**src/hw/rtl/tcce_pkg.sv**
```systemverilog
// shared constants, codes and structs of the text console character engine
// no dependencies; every other file takes names from here by scope
`default_nettype none

package tcce_pkg;

   // screen geometry
   localparam int COLUMNS    = 80;
   localparam int LINES      = 24;
   localparam int TAB_STOP   = 8;
   localparam int CELL_COUNT = COLUMNS * LINES;
   localparam int CELL_AW    = $clog2(CELL_COUNT);

   // field widths
   localparam int CMD_W  = 2;
   localparam int CHAR_W = 8;
   localparam int ATTR_W = 8;
   localparam int CELL_W = CHAR_W + ATTR_W;
   localparam int IDX_W  = 11;
   localparam int COL_W  = 7;
   localparam int ROW_W  = 5;
   localparam int POS_W  = 11;

   // configuration port
   localparam int CSR_IDX_W  = 2;
   localparam int CSR_DATA_W = 4;
   localparam logic [CSR_IDX_W-1:0] REG_BLINK_ENABLE     = 2'd0;
   localparam logic [CSR_IDX_W-1:0] REG_BACKGROUND_COLOR = 2'd1;
   localparam logic [CSR_IDX_W-1:0] REG_FOREGROUND_COLOR = 2'd2;

   // commands
   localparam logic [CMD_W-1:0] CMD_PUT   = 2'd0;
   localparam logic [CMD_W-1:0] CMD_CLEAR = 2'd1;
   localparam logic [CMD_W-1:0] CMD_READ  = 2'd2;

   // control bytes
   localparam logic [CHAR_W-1:0] CH_BELL      = 8'h07;
   localparam logic [CHAR_W-1:0] CH_BACKSPACE = 8'h08;
   localparam logic [CHAR_W-1:0] CH_TAB       = 8'h09;
   localparam logic [CHAR_W-1:0] CH_NEWLINE   = 8'h0A;
   localparam logic [CHAR_W-1:0] CH_VTAB      = 8'h0B;
   localparam logic [CHAR_W-1:0] CH_FORMFEED  = 8'h0C;
   localparam logic [CHAR_W-1:0] CH_RETURN    = 8'h0D;
   localparam logic [CHAR_W-1:0] BLANK_CHAR   = 8'h00;

   typedef struct packed {
      logic [CMD_W-1:0]  command;
      logic [CHAR_W-1:0] character;
      logic [IDX_W-1:0]  cell_index;
   } item_type;

   typedef struct packed {
      logic [COL_W-1:0]  cursor_column;
      logic [ROW_W-1:0]  cursor_row;
      logic [POS_W-1:0]  cursor_position;
      logic              bell;
      logic [CHAR_W-1:0] cell_character;
      logic [ATTR_W-1:0] cell_attribute;
   } result_type;

   typedef struct packed {
      logic               wr_en;
      logic [CELL_AW-1:0] wr_addr;
      logic [CELL_W-1:0]  wr_data;
      logic               rd_en;
      logic [CELL_AW-1:0] rd_addr;
   } ram_req_type;

endpackage

`default_nettype wire

```
**src/hw/rtl/tcce_engine.sv**
```systemverilog
// command sequencer: cursor, control byte decode, scroll/clear sweep, cell read
// depends on tcce_pkg; drives the ports of tcce_screen_ram
`default_nettype none

module tcce_engine (
   input  wire logic                          clock,
   input  wire logic                          reset,
   input  wire logic                          start,
   input  wire tcce_pkg::item_type            item,
   input  wire logic [tcce_pkg::ATTR_W-1:0]   attr,
   input  wire logic                          out_free,
   output logic                               idle,
   output logic                               done,
   output tcce_pkg::result_type               result,
   output tcce_pkg::ram_req_type              ram_req,
   input  wire logic [tcce_pkg::CELL_W-1:0]   ram_rd_data
);

   typedef enum logic [6:0] {
      ST_IDLE   = 7'b0000001,
      ST_PUT    = 7'b0000010,
      ST_SWEEP  = 7'b0000100,
      ST_DRAIN  = 7'b0001000,
      ST_READ   = 7'b0010000,
      ST_FETCH  = 7'b0100000,
      ST_FINISH = 7'b1000000
   } state_type;

   localparam int CW = tcce_pkg::COL_W + 1;
   localparam logic [tcce_pkg::CELL_AW-1:0] LAST_CELL   = tcce_pkg::CELL_AW'(tcce_pkg::CELL_COUNT - 1);
   localparam logic [tcce_pkg::CELL_AW-1:0] LAST_ROW_AT =
      tcce_pkg::CELL_AW'(tcce_pkg::CELL_COUNT - tcce_pkg::COLUMNS);
   localparam logic [CW-1:0] TAB_MASK = CW'(tcce_pkg::TAB_STOP - 1);

   state_type                         state_ff, state_in;
   tcce_pkg::item_type                item_ff, item_in;
   logic [tcce_pkg::COL_W-1:0]        col_ff, col_in;
   logic [tcce_pkg::ROW_W-1:0]        row_ff, row_in;
   logic                              bell_ff, bell_in;
   logic [tcce_pkg::CELL_W-1:0]       cell_ff, cell_in;
   logic [tcce_pkg::CELL_AW-1:0]      scan_ff, scan_in;
   logic                              clear_ff, clear_in;
   logic                              pend_ff, pend_in;
   logic [tcce_pkg::CELL_AW-1:0]      pend_addr_ff, pend_addr_in;
   logic                              pend_blank_ff, pend_blank_in;

   logic [CW-1:0]                     col_next;
   logic [CW-1:0]                     tab_base;
   logic                              new_line;
   logic                              line_down;
   logic [tcce_pkg::CELL_AW-1:0]      cursor_addr;

   assign cursor_addr = tcce_pkg::CELL_AW'(row_ff) * tcce_pkg::CELL_AW'(tcce_pkg::COLUMNS)
                      + tcce_pkg::CELL_AW'(col_ff);

   assign tab_base = (((CW'(col_ff) + CW'(1)) & TAB_MASK) == '0) ? CW'(col_ff) + CW'(1)
                                                                 : CW'(col_ff);

   always_comb begin
      state_in      = state_ff;
      item_in       = item_ff;
      col_in        = col_ff;
      row_in        = row_ff;
      bell_in       = bell_ff;
      cell_in       = cell_ff;
      scan_in       = scan_ff;
      clear_in      = clear_ff;
      pend_in       = 1'b0;
      pend_addr_in  = pend_addr_ff;
      pend_blank_in = pend_blank_ff;
      col_next      = CW'(col_ff);
      new_line      = 1'b0;
      line_down     = 1'b0;
      idle          = 1'b0;
      done          = 1'b0;
      ram_req.rd_en   = 1'b0;
      ram_req.rd_addr = scan_ff;
      ram_req.wr_en   = 1'b0;
      ram_req.wr_addr = pend_addr_ff;
      ram_req.wr_data = pend_blank_ff ? {attr, tcce_pkg::BLANK_CHAR} : ram_rd_data;

      // trailing write of the sweep pipeline
      if (pend_ff) begin
         ram_req.wr_en = 1'b1;
      end

      unique case (state_ff)
         ST_IDLE: begin
            idle = 1'b1;
            if (start) begin
               item_in = item;
               bell_in = 1'b0;
               cell_in = '0;
               unique case (item.command)
                  tcce_pkg::CMD_PUT: begin
                     state_in = ST_PUT;
                  end
                  tcce_pkg::CMD_CLEAR: begin
                     state_in = ST_SWEEP;
                     scan_in  = '0;
                     clear_in = 1'b1;
                     col_in   = '0;
                     row_in   = '0;
                  end
                  tcce_pkg::CMD_READ: begin
                     state_in = ST_READ;
                  end
                  default: begin
                     state_in = ST_FINISH;
                  end
               endcase
            end
         end
         ST_PUT: begin
            state_in = ST_FINISH;
            unique case (item_ff.character)
               tcce_pkg::CH_BELL: begin
                  bell_in = 1'b1;
               end
               tcce_pkg::CH_BACKSPACE: begin
                  if (col_ff != '0) begin
                     col_next = CW'(col_ff) - CW'(1);
                  end
               end
               tcce_pkg::CH_TAB: begin
                  col_next = (tab_base & ~TAB_MASK) + CW'(tcce_pkg::TAB_STOP);
                  new_line = (col_next >= CW'(tcce_pkg::COLUMNS));
               end
               tcce_pkg::CH_NEWLINE: begin
                  new_line = 1'b1;
               end
               tcce_pkg::CH_VTAB, tcce_pkg::CH_FORMFEED: begin
                  line_down = 1'b1;
               end
               tcce_pkg::CH_RETURN: begin
                  col_next = '0;
               end
               default: begin
                  ram_req.wr_en   = 1'b1;
                  ram_req.wr_addr = cursor_addr;
                  ram_req.wr_data = {attr, item_ff.character};
                  col_next        = CW'(col_ff) + CW'(1);
                  new_line        = (col_next >= CW'(tcce_pkg::COLUMNS));
               end
            endcase
            if (new_line) begin
               col_next  = '0;
               line_down = 1'b1;
            end
            col_in = col_next[tcce_pkg::COL_W-1:0];
            if (line_down) begin
               if (row_ff == tcce_pkg::ROW_W'(tcce_pkg::LINES - 1)) begin
                  state_in = ST_SWEEP;
                  scan_in  = '0;
                  clear_in = 1'b0;
               end else begin
                  row_in = row_ff + tcce_pkg::ROW_W'(1);
               end
            end
         end
         ST_SWEEP: begin
            // read one row below and write the held cell in the next cycle: the write address
            // always trails the read address, so the two never meet
            ram_req.rd_en   = !clear_ff && (scan_ff < LAST_ROW_AT);
            ram_req.rd_addr = scan_ff + tcce_pkg::CELL_AW'(tcce_pkg::COLUMNS);
            pend_in       = 1'b1;
            pend_addr_in  = scan_ff;
            pend_blank_in = clear_ff || (scan_ff >= LAST_ROW_AT);
            if (scan_ff == LAST_CELL) begin
               state_in = ST_DRAIN;
            end else begin
               scan_in = scan_ff + tcce_pkg::CELL_AW'(1);
            end
         end
         ST_DRAIN: begin
            state_in = ST_FINISH;
         end
         ST_READ: begin
            ram_req.rd_en   = (item_ff.cell_index < tcce_pkg::IDX_W'(tcce_pkg::CELL_COUNT));
            ram_req.rd_addr = item_ff.cell_index[tcce_pkg::CELL_AW-1:0];
            state_in        = ST_FETCH;
         end
         ST_FETCH: begin
            if (item_ff.cell_index < tcce_pkg::IDX_W'(tcce_pkg::CELL_COUNT)) begin
               cell_in = ram_rd_data;
            end
            state_in = ST_FINISH;
         end
         ST_FINISH: begin
            if (out_free) begin
               done     = 1'b1;
               state_in = ST_IDLE;
            end
         end
         default: begin
            state_in = ST_IDLE;
         end
      endcase
   end

   always_ff @(posedge clock) begin
      if (reset) begin
         state_ff <= ST_IDLE;
         col_ff   <= '0;
         row_ff   <= '0;
         pend_ff  <= 1'b0;
         clear_ff <= 1'b0;
      end else begin
         state_ff <= state_in;
         col_ff   <= col_in;
         row_ff   <= row_in;
         pend_ff  <= pend_in;
         clear_ff <= clear_in;
      end
   end

   always_ff @(posedge clock) begin
      item_ff       <= item_in;
      bell_ff       <= bell_in;
      cell_ff       <= cell_in;
      scan_ff       <= scan_in;
      pend_addr_ff  <= pend_addr_in;
      pend_blank_ff <= pend_blank_in;
   end

   assign result.cursor_column   = col_ff;
   assign result.cursor_row      = row_ff;
   assign result.cursor_position = tcce_pkg::POS_W'(cursor_addr);
   assign result.bell            = bell_ff;
   assign result.cell_character  = cell_ff[tcce_pkg::CHAR_W-1:0];
   assign result.cell_attribute  = cell_ff[tcce_pkg::CELL_W-1:tcce_pkg::CHAR_W];

`ifndef SYNTHESIS
   a_cursor_range: assert property (@(posedge clock) disable iff (reset)
      col_ff < tcce_pkg::COL_W'(tcce_pkg::COLUMNS) && row_ff < tcce_pkg::ROW_W'(tcce_pkg::LINES))
      else $error("cursor left the screen");

   a_pend_from_sweep: assert property (@(posedge clock) disable iff (reset)
      pend_ff |-> $past(state_ff) == ST_SWEEP)
      else $error("sweep write without a preceding sweep step");

   a_no_same_entry: assert property (@(posedge clock) disable iff (reset)
      ram_req.wr_en && ram_req.rd_en |-> ram_req.wr_addr != ram_req.rd_addr)
      else $error("read and write of the same cell in one cycle");

   a_done_to_idle: assert property (@(posedge clock) disable iff (reset)
      done |=> state_ff == ST_IDLE)
      else $error("sequencer did not return to idle after a result");
`endif

endmodule

`default_nettype wire

```
**config.mk**
```make
export PLATFORM = sky130hd
export DESIGN_NAME = tcce_engine
export DESIGN_NICKNAME = d
export VERILOG_FILES = /design/src/hw/rtl/tcce_pkg.sv /design/src/hw/rtl/tcce_engine.sv
export SDC_FILE = /design/constraint.sdc
export NUM_CORES = 1
export LEC_CHECK = 0
export ABC_AREA = 1
export BUFFER_PORTS_ARGS = -buffer_cell sky130_fd_sc_hd__buf_2
export CAP_MARGIN = 0
export CORE_ASPECT_RATIO = 0.75
export CORE_MARGIN = 2
export CORE_UTILIZATION = 40
export DETAILED_ROUTE_END_ITERATION = 6
export PLACE_DENSITY = 0.68
export RECOVER_POWER = 100
export SLEW_MARGIN = 10
export SYNTH_ARGS = -nofsm -noshare
export SYNTH_HDL_FRONTEND = slang
export SYNTH_SLANG_ARGS = --single-unit
```
**constraint.sdc**
```tcl
create_clock -name clock -period 3 [get_ports clock]
set_input_delay 0.15 -clock clock [delete_from_list [all_inputs] [get_ports clock]]
set_output_delay 0.15 -clock clock [all_outputs]
set_load 0.05 [all_outputs]
```
---- Word level (Yosys, flattened, before mapping) ----
Index checks and enable logic that the tools add are counted.
word-level totals
  bits in registers ....................... 80
  bits of input ports ..................... 49
  output and inout bits ................... 82
cells by class
  $add $sub $neg .......................... 7
  multipliers ............................. 1
  $lt $le $gt $ge ......................... 5
  equality and inequality tests ........... 30
  muxes and demuxes ....................... 50
  reductions and logical operators ........ 22
operator list
  cell                                                 count
  two-way mux 7 bit                                    9
  two-way mux 28 bit                                   2
  two-way mux 11 bit                                   5
  == test 8 x 4 -> 1 bit, second input constant        6
  two-way mux 16 bit                                   3
  case mux 7 bit (6 select lines)                      1
  case mux 11 bit (3 select lines)                     1
  case mux 16 bit (2 select lines)                     1
  case mux 7 bit (4 select lines)                      1
  case mux 12 bit (2 select lines)                     1
  less-than comparator 11 bit, second input constant   2
  case mux 7 bit (3 select lines)                      1
  two-way mux 5 bit                                    4
  >= comparator 8 x 7 -> 1 bit, second input constant  2
  inequality test 2 bit, second input constant         8
  two-way mux 1 bit                                    15
  AND reduction 5 bit                                  3
  case mux 7 bit (2 select lines)                      1
  adder 11 x 1 -> 11 bit, second input constant        1
  adder 11 x 7 -> 11 bit                               1
  adder 11 x 7 -> 11 bit, second input constant        1
  == test 11 bit, second input constant                1
  >= comparator 11 bit, second input constant          1
  case mux 5 bit (2 select lines)                      1
  37 further kinds                                     43

---- Longest topological paths before layout ----
Gate-level depths: netlist of run 1.
  depth in word-level cells ............... 11
  depth in mapped cells ................... 23
  gate-level depth less buffers ........... 23

---- Worst setup path before layout of run 1 ----
No wires, ideal clock.
  kind .................................... reg2out
  start ................................... register row_ff[1] (netlist bit)
  end ..................................... output ram_req[38] (netlist bit)
  arrival ................................. 3246 ps
  data required time ...................... 2850 ps
  setup slack ............................. -396 ps
  cell stages (with the launch flop) ...... 9
  path buffers ............................ 0
  path through ............................ dfxtp_1 > ha_1 > ha_1 > fa_1 > nand2_1 > nor2_1 > xor2_1 > nand2_1 > nand2_1
RTL lines
  what                      line                text
  start: declaration        tcce_engine.sv:38   logic [tcce_pkg::ROW_W-1:0] row_ff, row_in;
  start signal: assignment  tcce_engine.sv:211  row_ff <= row_in;
  end: declaration          tcce_engine.sv:15   output tcce_pkg::ram_req_type ram_req,

==> results of run 1 <==
==> critical path, delay by kind of cell, from the launching register on <==
kind | cells | cell delay (ns)
compound gates | 1 | 0.15
buf+inv | 6 | 0.90
flops | 1 | 0.37
simple gates | 7 | 0.96
==> power breakdown <==
group / total [W] / leakage, nW / switching (W) / internal (W)
clock network: 0.00109 / 0.148 / 0.000443 / 0.000646
logic: 0.00316 / 1.98 / 0.00242 / 0.000735
registers: 0.00190 / 0.736 / 0.000287 / 0.00161
total: 0.00614 / 2.86 / 0.00315 / 0.00299
==> metal layers <==
layer / routed length [um] / up-vias / track usage, %
met2: 5980 / 190 / 32.6
met4: 243 / 0 / 5.52
met3: 914 / 16 / 5.50
met1: 6300 / 2137 / 28.9
met5: 0 / - / 0
li1: - / 2313 / -
==> through the flow <==
step	TNS (ns)	setup slack, ns	utilization [%]	power (W)
after global placement	0	0.248	48.7	0.00501
after detailed placement	0	0.131	48.7	0.00502
after global routing	-0.519	-0.0881	53.1	0.00656
final	0	0.145	53.1	0.00614
after CTS	0	0.0226	52.6	0.00615
after floorplan	-0.288	-0.200	-	0.00429
==> cell usage after synthesis (7+ instances only) <==
master      n  area [sq um]
dfxtp_1    21           420
a21oi_1    22           110
nand4_1     9          56.3
nor2_1     68           255
edfxtp_1   59          1770
ha_1       17           213
nand2_2    12          75.1
inv_1      95           357
o22ai_1     8          50.1
nand2_1   131           492
clkbuf_1    7          26.3
xor2_1      9          78.8
nor3_1     16          80.1
o21ai_0    26           130
o21ai_1    13          65.1
nand3_1    35           175
==> state kept, by name, indices dropped and copies added (netlist names) <==
signal / flops
bell_ff: 1
cell_ff: 16
clear_ff: 1
col_ff: 7
item_ff: 19
pend_addr_ff: 11
pend_blank_ff: 1
pend_ff: 1
row_ff: 5
scan_ff: 11
state_ff: 7
==> area by class of cell <==
class | instances | area share, %
clock buffer | 9 | 3.63
clock inverter | 7 | 1.13
inverter | 104 | 6.33
multi-input combinational | 408 | 35.8
sequential | 80 | 35.4
tap | 162 | 3.26
timing repair buffer | 158 | 14.4
==> path summary, 6_finish.rpt <==
path	end	start
setup / recovery	ram_req[18]	item_ff[18]
hold / removal	item_ff[12]	item[12]
setup reg to reg	scan_ff[0]	col_ff[1]
hold reg to reg	clear_ff	clear_ff
==> kinds of logic (layout without fill, tap and decap cells) <==
family	Yosys count	after routing	share of synthesized area [%]
adder cells (fa/ha/maj)	19	19	5.21
XOR/XNOR	11	11	1.99
AO/OA/AOI/OAI	92	92	11.0
AND/OR/NAND/NOR	286	286	25.9
buffers and inverters	123	278	10.6
flip-flops	80	80	45.2
==> cells in the final DEF (no fill, tap or decap), types with 17 or more instances in the layout <==
cell      instances
nor2_1           66
ha_1             17
nand3_1          35
nand2_1         130
buf_2            76
dfxtp_1          17
inv_1            95
o21ai_0          25
edfxtp_1         59
clkbuf_1         39
a21oi_1          22
==> repair_timing <==
item | CTS | global route
hold buffers | 16 | 0
hold endpoints to repair | 16 | 0
setup endpoints to repair | 0 | 29
buffers inserted | 0 | 3
resized for setup | 0 | 37
==> summary.txt, run 1 <==
Timing
  • Max Clock Skew: 0.00610 ns
  • Achievable Freq: 350 MHz
  • Final Hold Fails: 0
  • Hold slack: 0.0507 ns
  • Final Critical Period: 2.86 ns
  • Fin. max-slew vios: 0
  • Period utilisation layout: 95.2%
  • Setup repair after global routing missed its margin: true
  • Slew @ Worst Pin: 0.955 ns
  • Finish-stage setup viols: 0
  • Slew headroom: 36.3%

Clock network
  • Worst-path clk slew: 0.06 ns
  • Root Driver: clkbuf_16
  • Number of CTS-inserted buffers: 9
  • Clk buf depth: 2
  • H-tree depth: 3
  • Clock latency on the worst-skew pair: 0.33 ns
  • CTS tree: built
  • Clk sinks: 80

Layout
  • Multi-input logic area: 0.00222 sq mm
  • Share of layout cells above drive strength 1: 21.3%
  • Layout Nets: 829
  • Area Growth Syn to Fin: 28.0%
  • Filler Cell Count: 1117
  • Ant. Diodes: 0
  • Final Non-Filler Cells: 928
  • Fin area: 0.00621 sq mm
  • Register area: 0.00220 sq mm

GRT
  • First-pass GRT wire length: 21900 um
  • Largest net degree at the start of global routing: 25
  • Initial antenna violation count: 0
  • Number of global-route vias before repair: 4350
  • Grt total ovfl: 0
  • GR Util All Layers: 20.8%

Placement
  • Post-Place Cells: 893
  • DP HPWL: 10300 um
  • Placer Congestion: 0.933
  • IO buf count: 130
  • Cell area after placement: 0.00569 sq mm

Critical path
  • CP Data Required Time: 2.85 ns
  • Reg2reg path depth: 19
  • CP endpoint kind: primary output
  • Worst reg-to-reg setup slack: 0.37 ns
  • Crit-path cells: inv_1 -> nand4_1 -> nor2_2 -> nand2_1 -> inv_2 -> nor2_2 -> inv_4 -> nor2_4 -> nand2_2 -> inv_2 -> or2_1 -> buf_6 -> o22ai_1 -> clkbuf_4
  • Max stage delay on crit path: 0.37 ns
  • Slowest cell on crit path: edfxtp_1
  • Critical Path Fanout Max: 24
  • CP Launch Type: flip-flop
  • CP arrival: 2.71 ns
  • Critical path class: reg -> out

Floorplanning
  • Initial Util: 41.5%
  • FP Rows: 34
  • Core footprint: 0.0117 sq mm
  • Die Area: 0.0130 sq mm
  • Die Wd: 131 um
  • Die Y: 99.4 um
  • I/O Pins: 131

Logic synthesis
  • Synth Register Bits: 80
  • Ys async rst share: 0%
  • Yosys synthesis warning count: 0
  • Mapped Nets: 679
  • EDFF count, synth: 59
  • Average cell area after synthesis: 7.94 sq um
  • Seq/Total Area, Yosys: 45.2%
  • Synth Instances: 611
  • Predominant post-synthesis flop cell: edfxtp_1
  • Syn Std Cell Area: 0.00485 sq mm
  • Synth cell types: 42

Flow run
  • Max-cap violation count: 0

Route
  • DRC marker count from the first detailed-route iteration: 360
  • Via count: 4656
  • WL final: 13400 um
  • DRC: 0
  • Initial DRT Pass Iterations: 5
  • Post-route ant nets: 0
  • Post-DR wirelength/cell: 14.5 um
  • Vias per cell: 5.02

Pwr
  • Lkg Pwr: 2.86 nW
  • Power density over the cells: 989 mW/mm^2
  • Maximum vdd drop: 0.621 mV

Hold path
  • Hold Crit Class: in -> reg
  • Hold depth: 1

Status
  • Status: finished clean
No activity file was read; power rests on OpenSTA's default activity.
==> inputs of run 2 (changes only) <==
--- a/config.mk
+++ b/config.mk
@@ -10,9 +10,9 @@
 export CAP_MARGIN = 0
 export CORE_ASPECT_RATIO = 0.75
 export CORE_MARGIN = 2
-export CORE_UTILIZATION = 40
+export CORE_UTILIZATION = 38
 export DETAILED_ROUTE_END_ITERATION = 6
-export PLACE_DENSITY = 0.68
+export PLACE_DENSITY = 0.65
 export RECOVER_POWER = 100
 export SLEW_MARGIN = 10
 export SYNTH_ARGS = -nofsm -noshare
==> summary.txt, run 2 (synthesis gave the netlist of run 1 again) <==
Pwr
  • Clock share of power: 19.7%
  • Seq pwr share: 29.6%
  • Net Sw Frac: 50.2%
  • Combinational power share: 50.7%
  • NetSw: 0.00316 W
  • Power density over the cells: 1020 mW/mm^2
  • Lkg Pwr: 2.82 nW
  • Maximum vdd drop: 0.655 mV
  • Int Pwr: 0.00313 W

Layout
  • Top flop regs: item_ff x19, cell_ff x16
  • Largest register FFs: 19
  • Commonest cells after routing, fill and taps aside: 130 x nand2_1, 95 x inv_1, 69 x buf_2
  • Layout Nets: 829
  • Most common cell after layout, fill and taps aside: nand2_1
  • Share of layout cells above drive strength 1: 18.8%
  • Ant. Diodes: 0
  • Area Growth Syn to Fin: 27.4%
  • Largest register by flop count: item_ff
  • Final Non-Filler Cells: 932
  • Filler Cell Count: 1252
  • Post-Route Utilization: 50.1%

Floorplanning
  • Initial Util: 39.3%
  • I/O Pins: 131
  • Die Y: 102 um
  • Die Area: 0.0137 sq mm
  • FP Rows: 35
  • Die Wd: 134 um
  • Core footprint: 0.0123 sq mm

Clock network
  • Clk buf depth: 2
  • Clk sinks: 80
  • Clock latency on the worst-skew pair: 0.33 ns
  • Number of CTS-inserted buffers: 9
  • CTS tree: built
  • Root Driver: clkbuf_16
  • Worst-path clk slew: 0.06 ns
  • H-tree depth: 3

GRT
  • GR Util All Layers: 20.8%
  • Number of global-route vias before repair: 4422
  • Largest net degree at the start of global routing: 25
  • Grt total ovfl: 0
  • Initial antenna violation count: 0
  • First-pass GRT wire length: 22200 um

Flow run
  • Max-cap violation count: 0

Critical path
  • Worst Setup EP: ram_req[15]
  • Worst reg-to-reg setup slack: 0.35 ns
  • CP endpoint kind: primary output
  • Crit. Startpoint: item_ff[16]
  • CP arrival: 2.76 ns
  • Critical path class: reg -> out
  • Reg2reg path depth: 18
  • Worst reg2reg startpoint: col_ff[2]
  • CP Data Required Time: 2.85 ns
  • RR Endpoint: scan_ff[5]
  • Critical Path Fanout Max: 24
  • CP Launch Type: flip-flop

Timing
  • Fin. max-slew vios: 0
  • Slew headroom: 40.5%
  • Total negative setup slack: 0 ns
  • Final Hold Fails: 0
  • Slew @ Worst Pin: 0.893 ns
  • Final Critical Period: 2.91 ns
  • Period utilisation layout: 97.0%
  • Achievable Freq: 344 MHz
  • Hold slack: 0.0202 ns
  • Finish-stage setup viols: 0
  • Max Clock Skew: 0.00412 ns

Status
  • Status: finished clean

Placement
  • Post-Place Cells: 900
  • Placer Congestion: 0.868
  • IO buf count: 130
  • DP HPWL: 10900 um

Route
  • Vias per cell: 5.04
  • DRC marker count from the first detailed-route iteration: 326
  • DRC: 0
  • Initial DRT Pass Iterations: 5
  • Post-DR wirelength/cell: 14.9 um
  • WL final: 13900 um
  • Via count: 4694
  • Post-route ant nets: 0

Hold path
  • Hold Crit Class: in -> reg
run 2: area by class of cell:
cell class                      count  area, sq um  share of cell area, %
Clock buffer                       10          229                   3.70
Clock inverter                      6          106                   1.72
Multi-Input combinational cell    408         2200                   35.6
Tap cell                          166          208                   3.36
Timing Repair Buffer              158          848                   13.7
Inverter                          104          394                   6.38
Sequential cell                    80         2190                   35.5
run 2: worst min path at each step:
| stage | from | end | slack (ns) | cells after the start |
|---|---|---|---|---|
| after floorplan | item[20] | state_ff[1] | 0.23 | 1 |
| after global placement | item[9] | item_ff[9] | 0.33 | 1 |
| after detailed placement | item[3] | item_ff[3] | 0.33 | 1 |
| after CTS | item[13] | item_ff[13] | 0.006 | 1 |
| after global routing | item[20] | state_ff[1] | 0.01 | 2 |
| final | item[20] | state_ff[1] | 0.02 | 2 |
run 2: layer usage:
| layer | part of all wire (%) | global-route usage (%) | vias up |
|---|---|---|---|
| met5 | 0 | 0 | - |
| met4 | 1.9 | 6.48 | 0 |
| met3 | 9.3 | 5.75 | 17 |
| met2 | 43 | 32.5 | 211 |
| met1 | 45 | 28.5 | 2156 |
| li1 | - | - | 2310 |
run 2: power groups by stage:
| stage | logic (W) | clock network (W) | registers (W) |
|---|---|---|---|
| finish | 0.00319 | 0.00124 | 0.00186 |
| global route | 0.00348 | 0.00131 | 0.00191 |
| CTS | 0.00323 | 0.00127 | 0.00186 |
| detailed placement | 0.00320 | 0 | 0.00188 |
| global placement | 0.00318 | 0 | 0.00187 |
| floorplan | 0.00212 | 0 | 0.00216 |
run 2: metrics by stage:
| stage | power [W] | setup slack (ns) | cell area (sq um) |
|---|---|---|---|
| floorplan | 0.00429 | -0.200 | 4880 |
| global placement | 0.00505 | 0.311 | 5720 |
| detailed placement | 0.00508 | 0.226 | 5720 |
| CTS | 0.00635 | 0.0475 | 6200 |
| global route | 0.00670 | -0.0818 | 6180 |
| finish | 0.00629 | 0.0914 | 6180 |
run 2: what timing repair did:
item / in CTS / in global routing
hold buffers: 15 / 0
setup endpoints to repair: 0 / 31
gates resized for setup: 0 / 22
endpoints found under the hold margin: 15 / 0
setup buffers: 0 / 1
run 2: critical path, cell delays in order (launching register included):
cell and delay, ns:
edfxtp_1 0.35, inv_1 0.09, nand4_1 0.24, buf_4 0.23
nor3_2 0.21, nor2_2 0.10, clkinv_2 0.13, nor2_4 0.06
nand2_2 0.09, inv_4 0.07, or2_1 0.22, buf_6 0.17
o22ai_1 0.18, clkbuf_4 0.28
